File: src/tangent_frame_local_to_world_assert.svh
// assertion macros for the tangent frame block
// no dependencies; included by modules that check their own pipelines
`ifndef TANGENT_FRAME_LOCAL_TO_WORLD_ASSERT_SVH
`define TANGENT_FRAME_LOCAL_TO_WORLD_ASSERT_SVH

// same-cycle implication, disabled while reset is low
`define TFLW_ASSERT_IMP(lbl, clk, rstn, ante, cons, msg) \
  lbl: assert property (@(posedge clk) disable iff (!rstn) (ante) |-> (cons)) \
    else $error(msg);

// next-cycle implication, disabled while reset is low
`define TFLW_ASSERT_NXT(lbl, clk, rstn, ante, cons, msg) \
  lbl: assert property (@(posedge clk) disable iff (!rstn) (ante) |=> (cons)) \
    else $error(msg);

`endif

File: src/tflw_pkg.sv
// shared types and constants of the tangent frame local-to-world block
// no dependencies; imported by tflw_div and the top level
`timescale 1ns / 1ps

package tflw_pkg;

  // fixed point
  localparam int unsigned Q14_SHIFT = 14;
  localparam int unsigned Q14_ONE   = 1 << Q14_SHIFT;

  // rounding divider: quotient bits, numerator and divisor widths
  localparam int unsigned DIV_NW   = 32;
  localparam int unsigned DIV_DW   = 17;
  localparam int unsigned DIV_QW   = 18;
  localparam int unsigned DIV_STEP = 3;
  localparam int unsigned DIV_NST  = DIV_QW / DIV_STEP;

  // datapath widths
  localparam int unsigned TW = 18;  // basis component
  localparam int unsigned PW = 50;  // offset times basis component
  localparam int unsigned AW = 52;  // sum of three products, Q22.30
  localparam int unsigned RW = AW - Q14_SHIFT;  // rounded sum, Q22.16

  // configuration port
  localparam int unsigned PADDR_W = 3;

  typedef enum logic {
    REG_TANGENT_MODE = 1'b0
  } reg_idx_e;

  typedef struct packed {
    logic signed [31:0] pos_x;
    logic signed [31:0] pos_y;
    logic signed [31:0] pos_z;
    logic signed [15:0] normal_x;
    logic signed [15:0] normal_y;
    logic signed [15:0] normal_z;
    logic signed [31:0] offset_x;
    logic signed [31:0] offset_y;
    logic signed [31:0] offset_z;
  } req_t;

  typedef struct packed {
    logic signed [31:0] world_x;
    logic signed [31:0] world_y;
    logic signed [31:0] world_z;
  } res_t;

endpackage

File: src/tflw_div.sv
// pipelined restoring divider, DIV_STEP quotient bits per stage
// depends on tflw_pkg for widths; quotient must fit in DIV_QW bits
`timescale 1ns / 1ps

module tflw_div
  import tflw_pkg::*;
(
  input  logic              clk_i,
  input  logic [DIV_NW-1:0] num_i,
  input  logic [DIV_DW-1:0] den_i,
  output logic [DIV_QW-1:0] quo_o
);

  logic [DIV_NW-1:0] num_q [DIV_NST];
  logic [DIV_DW-1:0] den_q [DIV_NST];
  logic [DIV_DW-1:0] rem_q [DIV_NST];
  logic [DIV_QW-1:0] quo_q [DIV_NST];

  for (genvar k = 0; k < DIV_NST; k++) begin : g_stage
    logic [DIV_NW-1:0] num_in;
    logic [DIV_DW-1:0] den_in;
    logic [DIV_DW-1:0] rem_in;
    logic [DIV_QW-1:0] quo_in;
    logic [DIV_DW-1:0] rem_d;
    logic [DIV_QW-1:0] quo_d;
    logic [DIV_DW:0]   trial;

    if (k == 0) begin : g_first
      // upper numerator bits are already below the divisor
      assign num_in = num_i;
      assign den_in = den_i;
      assign rem_in = DIV_DW'(num_i[DIV_NW-1:DIV_QW]);
      assign quo_in = '0;
    end else begin : g_rest
      assign num_in = num_q[k-1];
      assign den_in = den_q[k-1];
      assign rem_in = rem_q[k-1];
      assign quo_in = quo_q[k-1];
    end

    always_comb begin
      rem_d = rem_in;
      quo_d = quo_in;
      trial = '0;
      for (int j = 0; j < DIV_STEP; j++) begin
        trial = {rem_d, num_in[DIV_QW-1-k*DIV_STEP-j]};
        if (trial >= {1'b0, den_in}) begin
          rem_d = DIV_DW'(trial - {1'b0, den_in});
          quo_d[DIV_QW-1-k*DIV_STEP-j] = 1'b1;
        end else begin
          rem_d = trial[DIV_DW-1:0];
        end
      end
    end

    always_ff @(posedge clk_i) begin
      num_q[k] <= num_in;
      den_q[k] <= den_in;
      rem_q[k] <= rem_d;
      quo_q[k] <= quo_d;
    end
  end

  assign quo_o = quo_q[DIV_NST-1];

endmodule

File: config.mk
export PLATFORM = sky130hd
export DESIGN_NAME = tflw_div
export DESIGN_NICKNAME = d
export VERILOG_FILES = /design/src/tangent_frame_local_to_world_assert.svh /design/src/tflw_pkg.sv /design/src/tflw_div.sv
export SDC_FILE = /design/constraint.sdc
export NUM_CORES = 1
export LEC_CHECK = 0
export BUFFER_PORTS_ARGS = -buffer_cell sky130_fd_sc_hd__buf_4
export CORE_MARGIN = 1
export CORE_UTILIZATION = 55
export DETAILED_ROUTE_END_ITERATION = 6
export HOLD_SLACK_MARGIN = 0.1
export MAX_ROUTING_LAYER = met4
export PLACE_DENSITY_LB_ADDON = 0.15
export SLEW_MARGIN = 20
export SYNTH_ARGS = -nofsm -noshare
export SYNTH_HDL_FRONTEND = slang
export SYNTH_SLANG_ARGS = --single-unit
File: constraint.sdc
create_clock -name clk_i -period 11.1 [get_ports clk_i]
set_input_delay 1.11 -clock clk_i [delete_from_list [all_inputs] [get_ports clk_i]]
set_output_delay 1.11 -clock clk_i [all_outputs]
set_load 0.05 [all_outputs]
## After elaboration in Yosys (flattened, before gate mapping)

Memory sizes are Yosys's and may differ from the RTL's.
Index checks and enable logic that the tools add are counted.

- RAM bits: 504
- Output and inout bits: 18
- Logic and storage cells: 76
- Register bits: 0
- Memories: 4
- Bits of input ports: 50

Memory list:

| memory | depth | bits a word | read ports | clocked after Yosys merged registers in | write ports | line | text |
|---|---|---|---|---|---|---|---|
| num_q | 6 | 32 | 5 | 0 | 6 | tflw_div.sv:14 | `logic [DIV_NW-1:0] num_q [DIV_NST];` |
| quo_q | 6 | 18 | 6 | 0 | 6 | tflw_div.sv:17 | `logic [DIV_QW-1:0] quo_q [DIV_NST];` |
| den_q | 6 | 17 | 5 | 0 | 6 | tflw_div.sv:15 | `logic [DIV_DW-1:0] den_q [DIV_NST];` |
| rem_q | 6 | 17 | 5 | 0 | 6 | tflw_div.sv:16 | `logic [DIV_DW-1:0] rem_q [DIV_NST];` |

- Magnitude comparators: 18
- Muxes and demuxes: 36
- Add/sub/neg operators: 18

Operators with widths:

| operator | count |
|---|---|
| 18-bit by 17-bit >= comparator with 1-bit output | 17 |
| 17-bit two-way mux | 18 |
| 17-bit subtractor | 17 |
| 1-bit two-way mux | 18 |
| 15-bit by 17-bit >= comparator with 1-bit output | 1 |
| 15-bit by 17-bit subtractor with 17-bit output | 1 |

## Depth between registers and ports, before layout

Gate-level depths: netlist of the first run.
An unclocked memory read counts as a cell.

- Depth in word-level cells: 7
- Mapped depth: 39
- Gate-level depth less buffers: 35

## Worst setup path before layout of the first run

OpenSTA, ideal clock, no wires.

- Path kind: input port to flip-flop
- From: input den_i[1]
- To: memory rem_q[0][10]
- Stages: 32
- Data arrival time: 7.815 ns
- Setup slack: 3.162 ns
- Data required time: 10.977 ns
- Path buffers: 3
- Library setup time: 0.123 ns
- Cell sequence: inv_1 > ha_1 > nand2b_1 > a21oi_1 > o21ai_1 > a21oi_1 > o211a_1 > o211ai_1 > clkbuf_1 > mux2_2 > ha_1 > a21oi_1 > o22ai_1 > o22a_1 > o21a_1 > o211ai_1 > o211ai_1 > clkbuf_1 > nor2_1 > a21oi_1 > fa_1 > a21oi_1 > o22ai_1 > nor4_1 > o41a_1 > o31a_1 > o21ai_1 > a21oi_1 > nor2b_1 > a2111oi_4 > buf_2 > mux2_1

RTL lines:

| element | line | text |
|---|---|---|
| start: declaration | tflw_div.sv:10 | `input logic [DIV_DW-1:0] den_i,` |
| end: declaration | tflw_div.sv:16 |  |

==> flow_summary.html, run 1 <==
<table>
<tr><th>Metric</th><th>Value</th></tr>
<tr><th colspan="2">Status</th></tr>
<tr><td>Result of the run</td><td>completed</td></tr>
<tr><th colspan="2">Routing</th></tr>
<tr><td>Average wire length per cell after detail routing</td><td>between 15 and 20 µm</td></tr>
<tr><td>DRC Markers</td><td>0</td></tr>
<tr><td>Via Count</td><td>18,824</td></tr>
<tr><td>Number of search-and-repair iterations in the first detailed-routing pass</td><td>7</td></tr>
<tr><td>DRT Wirelength</td><td>60,600 µm</td></tr>
<tr><td>Iteration-0 DRC count of the detailed router</td><td>1,069</td></tr>
<tr><td>ANT nets after route</td><td>0</td></tr>
<tr><td>Mean number of vias per cell</td><td>~5.9</td></tr>
<tr><th colspan="2">Synthesis</th></tr>
<tr><td>Total of flip-flops plus latches after synthesis</td><td>~280</td></tr>
<tr><td>Share of synthesized flip-flops with an asynchronous set or reset</td><td>0</td></tr>
<tr><td>Area share of the leading cell type in the synthesized netlist</td><td>0.250</td></tr>
<tr><td>Number of synthesized flops with an enable pin</td><td>0</td></tr>
<tr><td>Ranking of synthesized cells by area</td><td>dfxtp_1, ha_1, xnor2_1</td></tr>
<tr><td>Average footprint of a synthesized cell</td><td>about 8.7 µm²</td></tr>
<tr><td>Dominant register cell in the synthesized netlist</td><td>dfxtp_1</td></tr>
<tr><td>List of most frequent post-synthesis cells</td><td>ha_1, dfxtp_1, a21oi_1</td></tr>
<tr><td>Synthesized instance count</td><td>approximately 2,600</td></tr>
<tr><td>Yosys warns</td><td>0</td></tr>
<tr><td>Post-synthesis cell area</td><td>around 0.022 mm²</td></tr>
<tr><td>Most common cell in the netlist</td><td>ha_1</td></tr>
<tr><td>Count of unique library cells instantiated by Yosys</td><td>85</td></tr>
<tr><td>Post-synthesis cell type with the largest combined area</td><td>dfxtp_1</td></tr>
<tr><td>Net count of the mapped netlist</td><td>approximately 2,900</td></tr>
<tr><td>Seq/Total Area, Yosys</td><td>0.250</td></tr>
<tr><th colspan="2">Cells and area</th></tr>
<tr><td>Layout filler cell count</td><td>approximately 3,500</td></tr>
<tr><td>Total area of multi-input combinational cells</td><td>roughly 0.016 mm²</td></tr>
<tr><td>Growth of design area from synthesis to finish</td><td>10.0%</td></tr>
<tr><td>Storage element area</td><td>0.00557 mm²</td></tr>
<tr><td>Ratio of cells with drive above 1 in the final layout</td><td>0.106</td></tr>
<tr><td>Number of nets in the layout</td><td>~3,000</td></tr>
<tr><td>Antenna cells</td><td>0</td></tr>
<tr><th colspan="2">Placed design</th></tr>
<tr><td>Number of input and output port buffers inserted</td><td>between 60 and 70</td></tr>
<tr><td>Final weighted congestion of routability-driven global placement</td><td>between 1 and 1.5</td></tr>
<tr><td>Hpwl dp</td><td>about 49,000 µm</td></tr>
<tr><th colspan="2">Die</th></tr>
<tr><td>Chip width</td><td>between 200 and 250 µm</td></tr>
<tr><td>Vertical die dimension</td><td>203 µm</td></tr>
<tr><td>Placement Rows</td><td>73</td></tr>
<tr><td>Initial cell density of the core</td><td>0.558</td></tr>
<tr><td>Number of I/O pins</td><td>68</td></tr>
<tr><td>Die area</td><td>a little over 0.04 mm²</td></tr>
<tr><td>Area inside the core boundary</td><td>between 0.03 and 0.04 mm²</td></tr>
<tr><th colspan="2">Critical path</th></tr>
<tr><td>Crit path launch type</td><td>flip-flop</td></tr>
<tr><td>Buffer and inverter count on the worst path</td><td>3</td></tr>
<tr><td>Critical path class</td><td>flip-flop to flip-flop</td></tr>
<tr><td>Worst Path Required</td><td>11.52 ns</td></tr>
<tr><td>Family of cells with the greatest summed delay on the critical path</td><td>compound AO/OA/AOI/OAI gates</td></tr>
<tr><td>Crit. Startpoint</td><td>den_q[3][1]</td></tr>
<tr><td>Crit. End Element</td><td>flip-flop</td></tr>
<tr><td>Slowest Stage Delay on Critical Path</td><td>0.56 ns</td></tr>
<tr><td>Startpoint of the worst register-to-register path</td><td>den_q[3][1]</td></tr>
<tr><td>Top fanout value on the critical path</td><td>24</td></tr>
<tr><td>Standard cell with the maximum stage delay on the critical path</td><td>dfxtp_1</td></tr>
<tr><td>Endpoint arrival time on the critical path</td><td>9.65 ns</td></tr>
<tr><th colspan="2">CTS</th></tr>
<tr><td>Number of hold buffers added after cts</td><td>0</td></tr>
<tr><td>Register clock-pin slew on the reported worst setup and hold paths</td><td>~0.060 ns</td></tr>
<tr><td>Root buffer selected by CTS</td><td>clkbuf_16</td></tr>
<tr><td>Number of buffers inserted by post-CTS setup repair</td><td>0</td></tr>
<tr><td>Sink Count</td><td>around 280</td></tr>
<tr><td>Buffer levels on the longest clock path</td><td>3</td></tr>
<tr><td>Clock buffers created by TritonCTS</td><td>34</td></tr>
<tr><td>Post_cts resized</td><td>0</td></tr>
<tr><td>H-tree Lvls</td><td>2</td></tr>
<tr><td>Clock tree from TritonCTS</td><td>done</td></tr>
<tr><td>Clock latency at the later pin of the worst-skew pair</td><td>0.54 ns</td></tr>
<tr><th colspan="2">Hold path</th></tr>
<tr><td>Worst Min Path Start</td><td>quo_q[3][14]</td></tr>
<tr><td>Type of the tightest min-delay check</td><td>flip-flop to flip-flop</td></tr>
<tr><th colspan="2">GRT</th></tr>
<tr><td>All-Layer GR Usage</td><td>0.301</td></tr>
<tr><td>Total grt overflow</td><td>0</td></tr>
<tr><td>Antenna violations before repair</td><td>0</td></tr>
<tr><td>Via count of the first global-routing pass</td><td>around 18,000</td></tr>
<tr><td>Pin count of the biggest net entering global routing</td><td>26</td></tr>
<tr><td>Global-route wire length before repair</td><td>95,300 µm</td></tr>
<tr><th colspan="2">STA</th></tr>
<tr><td>Minimum clock period after layout</td><td>about 9 ns</td></tr>
<tr><td>Measured slew at the worst slew-check pin</td><td>1.06 ns</td></tr>
<tr><td>Total of endpoints with negative setup slack in the final report</td><td>0</td></tr>
<tr><td>Number of max-slew violations in the final report</td><td>0</td></tr>
<tr><td>Setup repair after global routing missed its margin</td><td>false</td></tr>
<tr><td>Number of hold violations in the final report</td><td>0</td></tr>
<tr><td>Final clock skew</td><td>0.0179 ns</td></tr>
<tr><td>Relative slew slack</td><td>0.293</td></tr>
<tr><td>Final worst-path cycle share</td><td>0.832</td></tr>
<tr><td>Max Clock Freq</td><td>roughly 110 MHz</td></tr>
<tr><td>Total negative setup slack</td><td>0 ns</td></tr>
<tr><th colspan="2">Job</th></tr>
<tr><td>Count of max-cap constraint violations</td><td>0</td></tr>
</table>
-- metal layers --
layer / up-vias / global-route usage / part of all wire
met4: 0 / 0.128 / 0.043
met1: 8885 / 0.337 / 0.42
li1: 9368 / - / -
met2: 446 / 0.532 / 0.49
met3: 125 / 0.0417 / 0.044
met5: - / - / 0
-- placed cells by master, fill, tap and decap left out, types with 8 or more instances in the layout --
cell	instances
ha_1	304
dfxtp_1	278
a21oi_1	223
inv_1	216
nor2_1	168
xnor2_1	147
nand2_1	130
o21ai_0	107
mux2_2	98
a21o_1	94
xor2_1	77
buf_4	77
nand3_1	54
nor3_1	46
mux2i_1	45
nor2b_1	39
mux2_1	38
o21a_1	37
clkbuf_16	37
o21bai_1	36
nand2b_1	35
a31oi_1	30
nand4_1	29
a211oi_1	21
and3_1	19
or3_1	18
o21ai_1	17
fa_1	17
o221ai_1	15
or2_2	14
o211ai_1	13
mux2_4	13
o31ai_1	11
a21boi_0	8
-- through the flow --
stage                     cell area (µm²)  hold WS (ns)   util  worst slack, ns  cells
after global routing                24400         0.329  0.614             1.18   3185
after floorplan                     22200         0.310      -             3.16   2560
after detailed placement            23300         0.312  0.585             1.96   3127
final                               24400         0.320  0.614             1.87   3185
after CTS                           24400         0.325  0.614             1.87   3185
after global placement              23300         0.310  0.585             2.08   3127
-- cell families (layout without fill, tap and decap cells) --
family,Yosys count,in the layout,synth area share
buf+inv,258,358,0.0450
mux,195,195,0.0990
fa+ha+maj,321,321,0.186
xor+xnor,224,224,0.0883
compound gates,690,690,0.200
flops,278,278,0.250
simple gates,594,594,0.131
-- state kept, by name (all words and copies together) (netlist names) --
name,cells
den_q,85
num_q,45
quo_q,63
rem_q,85
-- worst paths after layout --
check / to / slack [ns] / cells past startpoint
hold / removal: quo_q[4][14] / 0.32 / 0
setup / recovery: rem_q[4][15] / 1.87 / 32
setup reg to reg: rem_q[4][15] / 1.87 / 32
hold reg to reg: quo_q[4][14] / 0.32 / 0
-- cell type report --
class                   count  share of cell area
clock buffers              44              0.0394
clock inverters            14             0.00742
inverters                 223              0.0342
multi-input cells        2024               0.641
flip-flops and latches    278               0.228
well taps                 525              0.0269
repair buffers             77              0.0236
-- worst reg2reg max path: cells and delay by family (launching register included) --
family          cells  cell delay [ns]
fa+ha+maj           3             1.43
buf+inv             3             0.72
mux                 2             0.80
compound gates     20             4.85
flops               1             0.56
simple gates        4             0.75
Power of run 1 is left out: the tool's default activity adds up to more than one toggle a clock period on the data nets, which glitch-free logic cannot reach.
==> run 2: changes to the inputs <==
==> constraint.sdc (replaced) <==
create_clock -name clk_i -period 8.6 [get_ports clk_i]
set_input_delay 0.86 -clock clk_i [delete_from_list [all_inputs] [get_ports clk_i]]
set_output_delay 0.86 -clock clk_i [all_outputs]
set_load 0.05 [all_outputs]
==> flow_summary.html, run 2 (synthesized netlist as in run 1, its figures left out) <==
<table>
<tr><th>Metric</th><th>Value</th></tr>
<tr><th colspan="2">Routing</th></tr>
<tr><td>Iteration-0 DRC count of the detailed router</td><td>1,118 (+4.6%)</td></tr>
<tr><td>Number of search-and-repair iterations in the first detailed-routing pass</td><td>7 (unchanged)</td></tr>
<tr><td>Mean number of vias per cell</td><td>5.80 (-1.9%)</td></tr>
<tr><td>DRT Wirelength</td><td>60,500 µm (-0.16%)</td></tr>
<tr><td>DRC Markers</td><td>0 (unchanged)</td></tr>
<tr><td>Average wire length per cell after detail routing</td><td>18.7 µm (-1.6%)</td></tr>
<tr><td>ANT nets after route</td><td>0 (unchanged)</td></tr>
<tr><td>Via Count</td><td>18,734 (-0.48%)</td></tr>
<tr><th colspan="2">Die</th></tr>
<tr><td>Initial cell density of the core</td><td>0.558 (unchanged)</td></tr>
<tr><td>Number of I/O pins</td><td>68 (unchanged)</td></tr>
<tr><td>Placement Rows</td><td>73 (unchanged)</td></tr>
<tr><td>Area inside the core boundary</td><td>0.0398 mm² (unchanged)</td></tr>
<tr><td>Vertical die dimension</td><td>203 µm (unchanged)</td></tr>
<tr><td>Chip width</td><td>203 µm (unchanged)</td></tr>
<tr><td>Die area</td><td>0.0412 mm² (unchanged)</td></tr>
<tr><th colspan="2">STA</th></tr>
<tr><td>Final clock skew</td><td>0.0174 ns (-0.000530 ns)</td></tr>
<tr><td>Total of endpoints with negative setup slack in the final report</td><td>0 (unchanged)</td></tr>
<tr><td>Number of max-slew violations in the final report</td><td>0 (unchanged)</td></tr>
<tr><td>Max Clock Freq</td><td>123 MHz (+14%)</td></tr>
<tr><td>Final worst-path cycle share</td><td>0.944 (+0.112)</td></tr>
<tr><td>Number of hold violations in the final report</td><td>0 (unchanged)</td></tr>
<tr><td>Measured slew at the worst slew-check pin</td><td>0.717 ns (-0.341 ns)</td></tr>
<tr><td>Relative slew slack</td><td>0.520 (+0.228)</td></tr>
<tr><td>Total negative setup slack</td><td>0 ns (unchanged)</td></tr>
<tr><td>Final setup margin</td><td>0.479 ns (-1.39 ns)</td></tr>
<tr><td>Minimum clock period after layout</td><td>8.12 ns (-1.11 ns)</td></tr>
<tr><th colspan="2">Placed design</th></tr>
<tr><td>Instance count after placement with tap cells included</td><td>3,165 (+1.2%)</td></tr>
<tr><td>Worst slack at placement</td><td>0.121 ns (-1.84 ns)</td></tr>
<tr><td>Number of input and output port buffers inserted</td><td>67 (unchanged)</td></tr>
<tr><td>Final weighted congestion of routability-driven global placement</td><td>0.988 (-1.2%)</td></tr>
<tr><td>Hpwl dp</td><td>50,000 µm (+1.1%)</td></tr>
<tr><th colspan="2">CTS</th></tr>
<tr><td>Clock tree from TritonCTS</td><td>done</td></tr>
<tr><td>Number of hold buffers added after cts</td><td>0 (unchanged)</td></tr>
<tr><td>Sink Count</td><td>278 (unchanged)</td></tr>
<tr><td>H-tree Lvls</td><td>2 (unchanged)</td></tr>
<tr><td>Clock buffers created by TritonCTS</td><td>34 (unchanged)</td></tr>
<tr><td>Root buffer selected by CTS</td><td>clkbuf_16</td></tr>
<tr><td>Register clock-pin slew on the reported worst setup and hold paths</td><td>0.05 ns (about the same)</td></tr>
<tr><td>Buffer levels on the longest clock path</td><td>3 (unchanged)</td></tr>
<tr><td>Clock latency at the later pin of the worst-skew pair</td><td>0.54 ns (about the same)</td></tr>
<tr><th colspan="2">Cells and area</th></tr>
<tr><td>Number of nets in the layout</td><td>3,050 (+1.4%)</td></tr>
<tr><td>Growth of design area from synthesis to finish</td><td>11.8%</td></tr>
<tr><td>Total area of multi-input combinational cells</td><td>0.0157 mm² (+0.36%)</td></tr>
<tr><td>Registers with the most flip-flops</td><td>den_q x85, rem_q x85, quo_q x63</td></tr>
<tr><td>Most used cells in the layout excluding fill and tap cells</td><td>ha_1, dfxtp_1, a21oi_1, inv_1, nor2_1</td></tr>
<tr><td>Ratio of cells with drive above 1 in the final layout</td><td>0.124 (+0.0171)</td></tr>
<tr><td>Layout filler cell count</td><td>3,554 (+0.77%)</td></tr>
<tr><td>Final standard cell count with taps included and fillers excluded</td><td>3,230 (+1.4%)</td></tr>
<tr><td>Storage element area</td><td>0.00557 mm² (unchanged)</td></tr>
<tr><td>Most common library cell in the layout ignoring fill and taps</td><td>ha_1</td></tr>
<tr><th colspan="2">Critical path</th></tr>
<tr><td>Critical path class</td><td>flip-flop to flip-flop</td></tr>
<tr><td>Most frequent cell on the critical path</td><td>a21oi_1</td></tr>
<tr><td>Endpoint arrival time on the critical path</td><td>8.53 ns (-1.12 ns)</td></tr>
<tr><td>Crit path launch type</td><td>flip-flop</td></tr>
<tr><td>Slowest Stage Delay on Critical Path</td><td>0.59 ns (+0.03 ns)</td></tr>
<tr><td>Top fanout value on the critical path</td><td>18 (-25%)</td></tr>
<tr><td>Worst Path Required</td><td>9.01 ns (-2.51 ns)</td></tr>
<tr><td>Crit. End Element</td><td>flip-flop</td></tr>
<tr><td>Standard cell with the maximum stage delay on the critical path</td><td>or4_4</td></tr>
<tr><th colspan="2">GRT</th></tr>
<tr><td>Antenna violations before repair</td><td>1 (+1)</td></tr>
<tr><td>Via count of the first global-routing pass</td><td>18,415 (-0.049%)</td></tr>
<tr><td>Pin count of the biggest net entering global routing</td><td>22 (-15%)</td></tr>
<tr><td>All-Layer GR Usage</td><td>0.302 (+0.00182)</td></tr>
<tr><td>Global-route wire length before repair</td><td>95,900 µm (+0.59%)</td></tr>
<tr><td>Total grt overflow</td><td>0 (unchanged)</td></tr>
<tr><th colspan="2">Job</th></tr>
<tr><td>Count of max-cap constraint violations</td><td>0 (unchanged)</td></tr>
<tr><th colspan="2">Hold path</th></tr>
<tr><td>Type of the tightest min-delay check</td><td>flip-flop to flip-flop</td></tr>
<tr><th colspan="2">Status</th></tr>
<tr><td>Result of the run</td><td>completed</td></tr>
</table>
-- run 2: critical path, delay by kind of cell, from the launching register on --
| family | cells | cell delay, ns |
|---|---|---|
| compound gates | 17 | 3.93 |
| buf+inv | 1 | 0.06 |
| flops | 1 | 0.43 |
| simple gates | 6 | 1.42 |
| mux | 2 | 0.73 |
| fa+ha+maj | 4 | 1.41 |
-- run 2: per-stage QoR --
stage | hold WS [ns] | util | cell area (µm²)
finish | 0.324 | 0.624 | 24800
global route | 0.328 | 0.624 | 24800
CTS | 0.325 | 0.622 | 24800
detailed placement | 0.312 | 0.592 | 23600
global placement | 0.310 | 0.592 | 23600
floorplan | 0.310 | - | 22200
-- run 2: area by class of cell --
cell class              instances  share of cell area
flip-flops and latches        278               0.224
multi-input cells            2024               0.633
clock inverters                15             0.00720
inverters                     223              0.0337
well taps                     525              0.0264
diodes                          1            0.000101
repair buffers                118              0.0357
clock buffers                  46              0.0398
-- run 2: metal layers --
metal | global-route usage | vias up | wire length [µm]
met5 | - | - | 0
met4 | 0.117 | 0 | 2430
met3 | 0.0356 | 117 | 2310
met2 | 0.523 | 446 | 29300
met1 | 0.357 | 8714 | 26500
li1 | - | 9457 | -
-- run 2: path summary, 6_finish.rpt --
| path | start | endpoint | slack [ns] | cells past startpoint |
|---|---|---|---|---|
| setup reg to reg | den_q[1][0] | rem_q[2][16] | 0.48 | 30 |
| hold reg to reg | quo_q[3][11] | quo_q[4][11] | 0.32 | 0 |
| hold / removal | quo_q[3][11] | quo_q[4][11] | 0.32 | 0 |
| setup / recovery | den_q[1][0] | rem_q[2][16] | 0.48 | 30 |
-- run 2: repair_timing --
action                     4_1_cts  5_1_grt
buffers inserted                 0        3
setup endpoints to repair        0       36
gates resized for setup          0       11
Power of run 2 is left out for the same reason.
